--- src/design/rnfsa_pkg.sv ---
// ---------------------------------------------------------------------------
// rnfsa_pkg
// shared codes and controller/datapath interface types for the slot allocator
// ---------------------------------------------------------------------------
package rnfsa_pkg;

   // operation codes
   localparam logic [1:0] OP_APPEND    = 2'd0;
   localparam logic [1:0] OP_ERASE_AT  = 2'd1;
   localparam logic [1:0] OP_ERASE_RUN = 2'd2;

   // error codes
   localparam logic [1:0] ERR_NONE      = 2'd0;
   localparam logic [1:0] ERR_FULL      = 2'd1;
   localparam logic [1:0] ERR_RANGE     = 2'd2;
   localparam logic [1:0] ERR_COUNT     = 2'd3;

   typedef struct packed {
      logic clr_step;
      logic capture;
      logic advance1;
      logic advance2;
      logic set_slot;
      logic clear_slot;
      logic load_rsp;
   } cmd_type;

   typedef struct packed {
      logic clr_last;
      logic is_append;
      logic is_erase_at;
      logic is_erase_run;
      logic err_set;
      logic slot_busy;
      logic cnt_zero;
   } sts_type;

endpackage

--- src/design/rnfsa_ctrl.sv ---
// ---------------------------------------------------------------------------
// rnfsa_ctrl
// sequencer for clearing pass, slot scan, erase steps and result hand-off
// ---------------------------------------------------------------------------
module rnfsa_ctrl
   import rnfsa_pkg::*;
(
   input  logic    clock,
   input  logic    reset,
   input  logic    req_valid,
   output logic    req_stall,
   output logic    rsp_valid,
   input  logic    rsp_stall,
   input  sts_type sts,
   output cmd_type cmd
);

   typedef enum logic [2:0] {
      ST_CLEAR,
      ST_IDLE,
      ST_DECIDE,
      ST_READ,
      ST_CHECK,
      ST_FINISH
   } state_type;

   state_type state_ff, state_in;
   logic      rsp_valid_ff, rsp_valid_in;
   logic      out_free;

   assign out_free  = !rsp_valid_ff || !rsp_stall;
   assign req_stall = (state_ff != ST_IDLE);
   assign rsp_valid = rsp_valid_ff;

   always_comb begin
      cmd          = '0;
      state_in     = state_ff;
      rsp_valid_in = rsp_valid_ff && rsp_stall;
      unique case (state_ff)
         ST_CLEAR: begin
            cmd.clr_step = 1'b1;
            if (sts.clr_last) state_in = ST_IDLE;
         end
         ST_IDLE: begin
            if (req_valid) begin
               cmd.capture = 1'b1;
               state_in    = ST_DECIDE;
            end
         end
         ST_DECIDE: begin
            if (sts.err_set) begin
               state_in = ST_FINISH;
            end else if (sts.is_append || sts.is_erase_at) begin
               state_in = ST_READ;
            end else if (sts.is_erase_run && !sts.cnt_zero) begin
               state_in = ST_READ;
            end else begin
               state_in = ST_FINISH;
            end
         end
         // memory read of the current slot is in flight
         ST_READ: begin
            state_in = ST_CHECK;
         end
         ST_CHECK: begin
            if (sts.is_append) begin
               if (sts.slot_busy) begin
                  cmd.advance1 = 1'b1;
                  state_in     = ST_READ;
               end else begin
                  cmd.set_slot = 1'b1;
                  state_in     = ST_FINISH;
               end
            end else if (sts.is_erase_at) begin
               cmd.clear_slot = sts.slot_busy;
               state_in       = ST_FINISH;
            end else begin
               cmd.clear_slot = sts.slot_busy;
               cmd.advance2   = 1'b1;
               state_in       = ST_DECIDE;
            end
         end
         ST_FINISH: begin
            if (out_free) begin
               cmd.load_rsp = 1'b1;
               rsp_valid_in = 1'b1;
               state_in     = ST_IDLE;
            end
         end
         default: state_in = ST_CLEAR;
      endcase
   end

   always_ff @(posedge clock) begin
      if (reset) begin
         state_ff     <= ST_CLEAR;
         rsp_valid_ff <= 1'b0;
      end else begin
         state_ff     <= state_in;
         rsp_valid_ff <= rsp_valid_in;
      end
   end

endmodule

--- src/design/rnfsa_dp.sv ---
// ---------------------------------------------------------------------------
// rnfsa_dp
// slot memories, ring position, occupied count and result registers
// ---------------------------------------------------------------------------
module rnfsa_dp
   import rnfsa_pkg::*;
#(
   parameter int CAPACITY = 1024,
   parameter int SLOTS    = 1280
) (
   input  logic        clock,
   input  logic        reset,
   input  cmd_type     cmd,
   output sts_type     sts,
   input  logic [1:0]  req_operation,
   input  logic [63:0] req_item_handle,
   input  logic [10:0] req_target_slot,
   input  logic [10:0] req_erase_count,
   output logic [10:0] rsp_slot_index,
   output logic [10:0] rsp_occupied,
   output logic        rsp_at_capacity,
   output logic [1:0]  rsp_error_code
);

   localparam int IDX_W = $clog2(SLOTS);
   localparam int CNT_W = $clog2(SLOTS + 1);
   localparam logic [IDX_W-1:0] LAST_IDX = IDX_W'(SLOTS - 1);
   localparam logic [IDX_W:0]   SLOTS_X  = (IDX_W + 1)'(SLOTS);

   logic             valid_mem [SLOTS];
   logic [63:0]      handle_mem [SLOTS];

   logic [1:0]       op_ff;
   logic [63:0]      handle_ff;
   logic [10:0]      cnt_ff, cnt_in;
   logic [1:0]       err_ff, err_in;
   logic [IDX_W-1:0] pos_ff, pos_in;
   logic [IDX_W-1:0] ins_ff, ins_in;
   logic [CNT_W-1:0] occ_ff, occ_in;
   logic [IDX_W-1:0] clr_ff;
   logic [IDX_W-1:0] slot_ff;
   logic             rd_ff;

   logic [IDX_W-1:0] pos_next1;
   logic [IDX_W:0]   pos_sum2;
   logic [IDX_W-1:0] pos_next2;
   logic             mem_we;
   logic [IDX_W-1:0] mem_addr;

   logic [10:0]      rsp_slot_ff;
   logic [10:0]      rsp_occ_ff;
   logic             rsp_cap_ff;
   logic [1:0]       rsp_err_ff;

   assign pos_next1 = (pos_ff == LAST_IDX) ? '0 : pos_ff + 1'b1;
   assign pos_sum2  = {1'b0, pos_ff} + (IDX_W + 1)'(2);
   // two single steps with wrap equal one step of two less the ring size
   assign pos_next2 = (pos_sum2 >= SLOTS_X) ? IDX_W'(pos_sum2 - SLOTS_X)
                                            : IDX_W'(pos_sum2);

   always_comb begin
      err_in = ERR_NONE;
      case (req_operation)
         OP_APPEND:    if (32'(occ_ff) >= SLOTS) err_in = ERR_FULL;
         OP_ERASE_AT:  if (32'(req_target_slot) >= SLOTS) err_in = ERR_RANGE;
         OP_ERASE_RUN: if (32'(req_erase_count) > CAPACITY) err_in = ERR_COUNT;
         default:      err_in = ERR_NONE;
      endcase
   end

   always_comb begin
      pos_in = pos_ff;
      ins_in = ins_ff;
      occ_in = occ_ff;
      cnt_in = cnt_ff;
      if (cmd.capture) begin
         pos_in = (req_operation == OP_ERASE_AT) ? IDX_W'(req_target_slot) : ins_ff;
         cnt_in = req_erase_count;
      end
      if (cmd.advance1) pos_in = pos_next1;
      if (cmd.advance2) begin
         pos_in = pos_next2;
         ins_in = pos_next2;
         cnt_in = cnt_ff - 11'd1;
      end
      if (cmd.set_slot) begin
         ins_in = pos_next1;
         occ_in = occ_ff + 1'b1;
      end
      if (cmd.clear_slot) occ_in = occ_ff - 1'b1;
   end

   always_ff @(posedge clock) begin
      if (reset) begin
         ins_ff <= '0;
         occ_ff <= '0;
         clr_ff <= '0;
      end else begin
         ins_ff <= ins_in;
         occ_ff <= occ_in;
         if (cmd.clr_step) clr_ff <= (clr_ff == LAST_IDX) ? '0 : clr_ff + 1'b1;
      end
   end

   always_ff @(posedge clock) begin
      pos_ff <= pos_in;
      cnt_ff <= cnt_in;
      if (cmd.capture) begin
         op_ff     <= req_operation;
         handle_ff <= req_item_handle;
         err_ff    <= err_in;
         slot_ff   <= '0;
      end
      if (cmd.set_slot) slot_ff <= pos_ff;
      if (cmd.load_rsp) begin
         rsp_slot_ff <= 11'(slot_ff);
         rsp_occ_ff  <= 11'(occ_ff);
         rsp_cap_ff  <= (32'(occ_ff) == CAPACITY);
         rsp_err_ff  <= err_ff;
      end
   end

   // valid bit memory: one write port, one registered read port
   assign mem_we   = cmd.clr_step || cmd.set_slot || cmd.clear_slot;
   assign mem_addr = cmd.clr_step ? clr_ff : pos_ff;

   always_ff @(posedge clock) begin
      if (mem_we) valid_mem[mem_addr] <= cmd.set_slot;
      rd_ff <= valid_mem[pos_ff];
   end

   always_ff @(posedge clock) begin
      if (cmd.set_slot) handle_mem[pos_ff] <= handle_ff;
   end

   always_comb begin
      sts              = '0;
      sts.clr_last     = (clr_ff == LAST_IDX);
      sts.is_append    = (op_ff == OP_APPEND);
      sts.is_erase_at  = (op_ff == OP_ERASE_AT);
      sts.is_erase_run = (op_ff == OP_ERASE_RUN);
      sts.err_set      = (err_ff != ERR_NONE);
      sts.slot_busy    = rd_ff;
      sts.cnt_zero     = (cnt_ff == 11'd0);
   end

   assign rsp_slot_index  = rsp_slot_ff;
   assign rsp_occupied    = rsp_occ_ff;
   assign rsp_at_capacity = rsp_cap_ff;
   assign rsp_error_code  = rsp_err_ff;

endmodule

--- src/design/rotating_next_free_slot_allocator_core.sv ---
// ---------------------------------------------------------------------------
// rotating_next_free_slot_allocator_core
// ring of SLOTS handle slots with next-fit append and erase operations
// ---------------------------------------------------------------------------
// usage:
//  req_ channel carries one operation item: append a handle, erase one slot
//  by index, or erase every other slot over a run starting at the insert
//  position. rsp_ channel returns one item per request with the chosen slot,
//  the occupied count, the at-capacity flag and an error code.
//  after reset the valid-bit memory is swept clear, one slot a cycle, so
//  req_stall stays high over the whole sweep before the first item is taken.
//  an error, an unused code or a zero-count erase-run goes straight to the
//  result register; append probes slot after slot until the first free slot
//  ends the scan; erase-at probes one slot; erase-run probes and steps per count.
//  each probe reads the valid memory through its registered read port.
//  one item is worked on at a time; the next item is taken once the result
//  is in the output register, even while rsp_stall holds it there.
//  a stalled result holds its payload; the block waits before loading the
//  following result until the held one is taken.
// ---------------------------------------------------------------------------
module rotating_next_free_slot_allocator_core
   import rnfsa_pkg::*;
#(
   parameter int CAPACITY = 1024,
   parameter int SLOTS    = 1280
) (
   input  logic        clock,
   input  logic        reset,
   input  logic        req_valid,
   output logic        req_stall,
   input  logic [1:0]  req_operation,
   input  logic [63:0] req_item_handle,
   input  logic [10:0] req_target_slot,
   input  logic [10:0] req_erase_count,
   output logic        rsp_valid,
   input  logic        rsp_stall,
   output logic [10:0] rsp_slot_index,
   output logic [10:0] rsp_occupied,
   output logic        rsp_at_capacity,
   output logic [1:0]  rsp_error_code
);

   cmd_type cmd;
   sts_type sts;

   rnfsa_ctrl u_ctrl (
      .clock     (clock),
      .reset     (reset),
      .req_valid (req_valid),
      .req_stall (req_stall),
      .rsp_valid (rsp_valid),
      .rsp_stall (rsp_stall),
      .sts       (sts),
      .cmd       (cmd)
   );

   rnfsa_dp #(
      .CAPACITY (CAPACITY),
      .SLOTS    (SLOTS)
   ) u_dp (
      .clock           (clock),
      .reset           (reset),
      .cmd             (cmd),
      .sts             (sts),
      .req_operation   (req_operation),
      .req_item_handle (req_item_handle),
      .req_target_slot (req_target_slot),
      .req_erase_count (req_erase_count),
      .rsp_slot_index  (rsp_slot_index),
      .rsp_occupied    (rsp_occupied),
      .rsp_at_capacity (rsp_at_capacity),
      .rsp_error_code  (rsp_error_code)
   );

endmodule
--- config.mk ---
export PLATFORM = sky130hd
export DESIGN_NAME = rotating_next_free_slot_allocator_core
export DESIGN_NICKNAME = d
export VERILOG_FILES = /design/src/design/rnfsa_pkg.sv /design/src/design/rnfsa_ctrl.sv /design/src/design/rnfsa_dp.sv /design/src/design/rotating_next_free_slot_allocator_core.sv
export SDC_FILE = /design/constraint.sdc
export NUM_CORES = 2
export LEC_CHECK = 0
export BUFFER_PORTS_ARGS = -buffer_cell sky130_fd_sc_hd__buf_4
export CORE_MARGIN = 3
export CORE_UTILIZATION = 60
export CTS_CLUSTER_DIAMETER = 40
export DETAILED_ROUTE_END_ITERATION = 12
export HOLD_SLACK_MARGIN = 0.08
export MAX_ROUTING_LAYER = met4
export PLACE_DENSITY = 0.77
export SYNTH_ARGS = -nofsm -noshare
export SYNTH_HDL_FRONTEND = slang
export SYNTH_SLANG_ARGS = --single-unit
--- constraint.sdc ---
create_clock -name clock -period 28.4 [get_ports clock]
set_clock_uncertainty 0.15 [all_clocks]
set_input_delay 5.68 -clock clock [delete_from_list [all_inputs] [get_ports clock]]
set_output_delay 5.68 -clock clock [all_outputs]
set_load 0.02 [all_outputs]
==> results.ini <==
[synth]
synth_area_mm2 = 0.0607
synth-async-reset-ratio_pct = 0
ys.warnings.count = 0
synth_common_cells = nor2_1 (1,386), edfxtp_1 (1,342), mux4_2 (243)
ys.flop_type = edfxtp_1
synth_top_area_cell = edfxtp_1
synth_seq_cells = 1380
yosys-top-cells-area = edfxtp_1 (66%), mux4_2 (9.0%), nor2_1 (8.6%)
ys_types = 80
synth_most_common_cell = nor2_1
synth_edf_count = 1342
synthCells = 4415
synth.top_cell.area_share_pct = 66.4
synth_seq_area_share_pct = 67.7
syn_avg_cell_area_um2 = 13.7
synthesis.nets = 4515

[power]
ir_drop_mv = 0.0612
total_leakage_power_nw = 18.1
power.density_mw_per_mm2 = 64.1
design_power_total_mw = 4.29

[route]
drtAntennaViolNets = 0
dr.pass1.iters = 8
drt-total-wl_um = 162000
drc = 0
via_per_inst = 6.72
drt_iter0_drc = 5837
routedWlPerCell_um = 28.2
num_vias = 38500

[clock_network]
path_clk_slew_ns = 0.06
post_cts_buffers = 0
cts_htree_levels = 4
clock_latency_ns = 0.75
clock_sinks = 1380
holdBufCountCts = 0
cts_tree = yes
cts-buffers-inserted = 161
clockBufferDepth = 3
cts_resized = 0
root_buffer = clkbuf_16

[worst_setup_path]
r2r_setup_slack_ns = 23.00
crit_type = reg -> out
end_kind = output port
cp.required_ns = 22.57
cp-endpoint = req_stall
cp_max_fo = 7
worstRegToRegCells = 10
cp-startpoint = u_ctrl.state_ff[0]$_SDFFE_PP0P_
reg2reg_from = u_dp.pos_ff[0]$_DFFE_PP_
cp_data_arrival_time_ns = 1.94
crit_path_start_kind = flop
rr_endpoint = u_dp.rd_ff$_DFF_P_

[timing]
drv_slew = 0
fin_crit_sh_pct = 27.4
finalHoldViolations = 0
fmax_mhz = 129
worstMarginPinSlew_ns = 1.19
holdWs_ns = 0.271
fin_setup_tns_ns = 0
rsz0062_at_grt = false
setup_viol = 0
setup_slack_ns = 20.63
min_period_ns = 7.77
slew_headroom_pct = 20.3

[floorplan]
design.core.area_mm2 = 0.0993
start_util_pct = 61.1
pin_count = 119
die_area_mm2 = 0.105
rows = 115
fp.dieH_um = 324
die_w_um = 324

[layout]
area_growth_pct = 10.3
nets = 4416
drive_gt1_share_pct = 15.8
fin_area_mm2 = 0.0669
layout.cells.non_filler = 5732
final_util_pct = 67.4

[min_path]
hp-class = reg -> reg

[placed_design]
portBuffers = 54
place_ws_ns = 21.05
dpl-instance-area_mm2 = 0.0616
gp_routability_congestion = 0.878
dp_hpwl_um = 83000
dpl.cell_count = 5440

[grt]
grt_max_degree = 251
grt_pass1_vias = 37400
grt-ovfl-total = 0
track_usage_pct = 32.1
antenna_found_initial = 2
grt_first_pass_wirelength_um = 237000

[outcome]
status = finished, final reports clean

[run]
maxCapViolations = 0

## worst max-delay path, stage by stage (launching register included)
cell	delay [ns]
dfxtp_1	0.46
inv_1	0.14
nor2_1	0.24
nand2_1	0.16
buf_4	0.19
## power by group
| part | total (mW) | leakage (nW) | switching (mW) | internal [mW] |
|---|---|---|---|---|
| logic | 0.0345 | 5.33 | 0.0276 | 0.00686 |
| registers | 2.20 | 10.2 | 0.000561 | 2.20 |
| clock network | 2.05 | 2.57 | 0.831 | 1.22 |
| total | 4.29 | 18.1 | 0.859 | 3.43 |
## final cells by class
cell class / instances / area (um^2)
sequential: 1380 / 41100
tap: 1287 / 1610
clock buffer: 181 / 4210
timing repair buffer: 143 / 1110
inverter: 31 / 124
fill: 6532 / 32400
clock inverter: 107 / 1100
multi-input combinational: 2599 / 17700
antenna: 4 / 10.0
## sequential cells by signal (all words and copies together), names as in the netlist, 11 cells and up
| name | flops |
|---|---|
| u_dp.valid_mem | 1280 |
| u_dp.clr_ff | 11 |
| u_dp.cnt_ff | 11 |
| u_dp.ins_ff | 11 |
| u_dp.occ_ff | 11 |
| u_dp.pos_ff | 11 |
| u_dp.rsp_occupied | 11 |
| u_dp.rsp_slot_index | 11 |
| u_dp.slot_ff | 11 |
## how the worst min path moves through the flow
stage                                        startpoint                               end  slack [ns]  cells after the start
after floorplan           u_dp.slot_ff[0]$_SDFFCE_PN0P_  u_dp.rsp_slot_index[0]$_DFFE_PP_        0.25                      0
after global placement    u_dp.slot_ff[3]$_SDFFCE_PN0P_  u_dp.rsp_slot_index[3]$_DFFE_PP_        0.25                      0
after detailed placement  u_dp.slot_ff[0]$_SDFFCE_PN0P_  u_dp.rsp_slot_index[0]$_DFFE_PP_        0.26                      0
after CTS                 u_dp.slot_ff[0]$_SDFFCE_PN0P_  u_dp.rsp_slot_index[0]$_DFFE_PP_        0.27                      0
after global routing      u_dp.slot_ff[2]$_SDFFCE_PN0P_  u_dp.rsp_slot_index[2]$_DFFE_PP_        0.28                      0
final                     u_dp.slot_ff[0]$_SDFFCE_PN0P_  u_dp.rsp_slot_index[0]$_DFFE_PP_        0.27                      0
## layout by cell type, fill, tap and decap left out, types with 10 or more instances in the layout
cell        Yosys  layout
clkbuf_16       0     166
a211oi_1       36      36
o21ai_0        45      45
a22o_1         14      14
a31oi_1        17      17
dfxtp_1        38      38
bufinv_16       0      16
nor3_1         35      34
a22oi_1        40      40
nand4_1        14      14
clkinv_2        0      18
clkinv_4        0      15
buf_4          23     140
mux2i_1       154     154
nand2_2         0      32
o22ai_1        35      35
nor4_1         16      16
clkbuf_1      240      15
nand2_1       213     181
xnor2_1        25      25
o211ai_1       12      12
nor2_1       1386    1383
inv_6           0      17
clkinvlp_4      0      11
edfxtp_1     1342    1342
clkinv_1        4      29
mux4_2        243     243
mux2_2         12      12
o221ai_1       24      24
mux4_1         15      15
xor2_1         13      13
a221oi_1       10      10
inv_1          26      25
and2_1         10      11
a2111oi_0      12      12
nand3_1        24      23
a21oi_1        63      61
## metal layers
metal  vias to the layer above  GRT usage (%)  routed length [um]
met4                         0           15.2                8520
met1                     19300           42.1               57100
met2                      2669           48.3               75300
met5                         -              -                   0
li1                      16000              -                   -
met3                       537           7.06               20700
## cell families after synthesis
| kind of cell | after synthesis | share of synthesized area [%] |
|---|---|---|
| AND/OR/NAND/NOR | 1757 | 11.5 |
| adder cells (fa/ha/maj) | 8 | 0.165 |
| multiplexers | 424 | 12.4 |
| AO/OA/AOI/OAI | 372 | 4.29 |
| buffers and inverters | 436 | 3.41 |
| flip-flops | 1380 | 67.7 |
| XOR/XNOR | 38 | 0.549 |
Note: power is estimated with default switching activity, not from simulation.
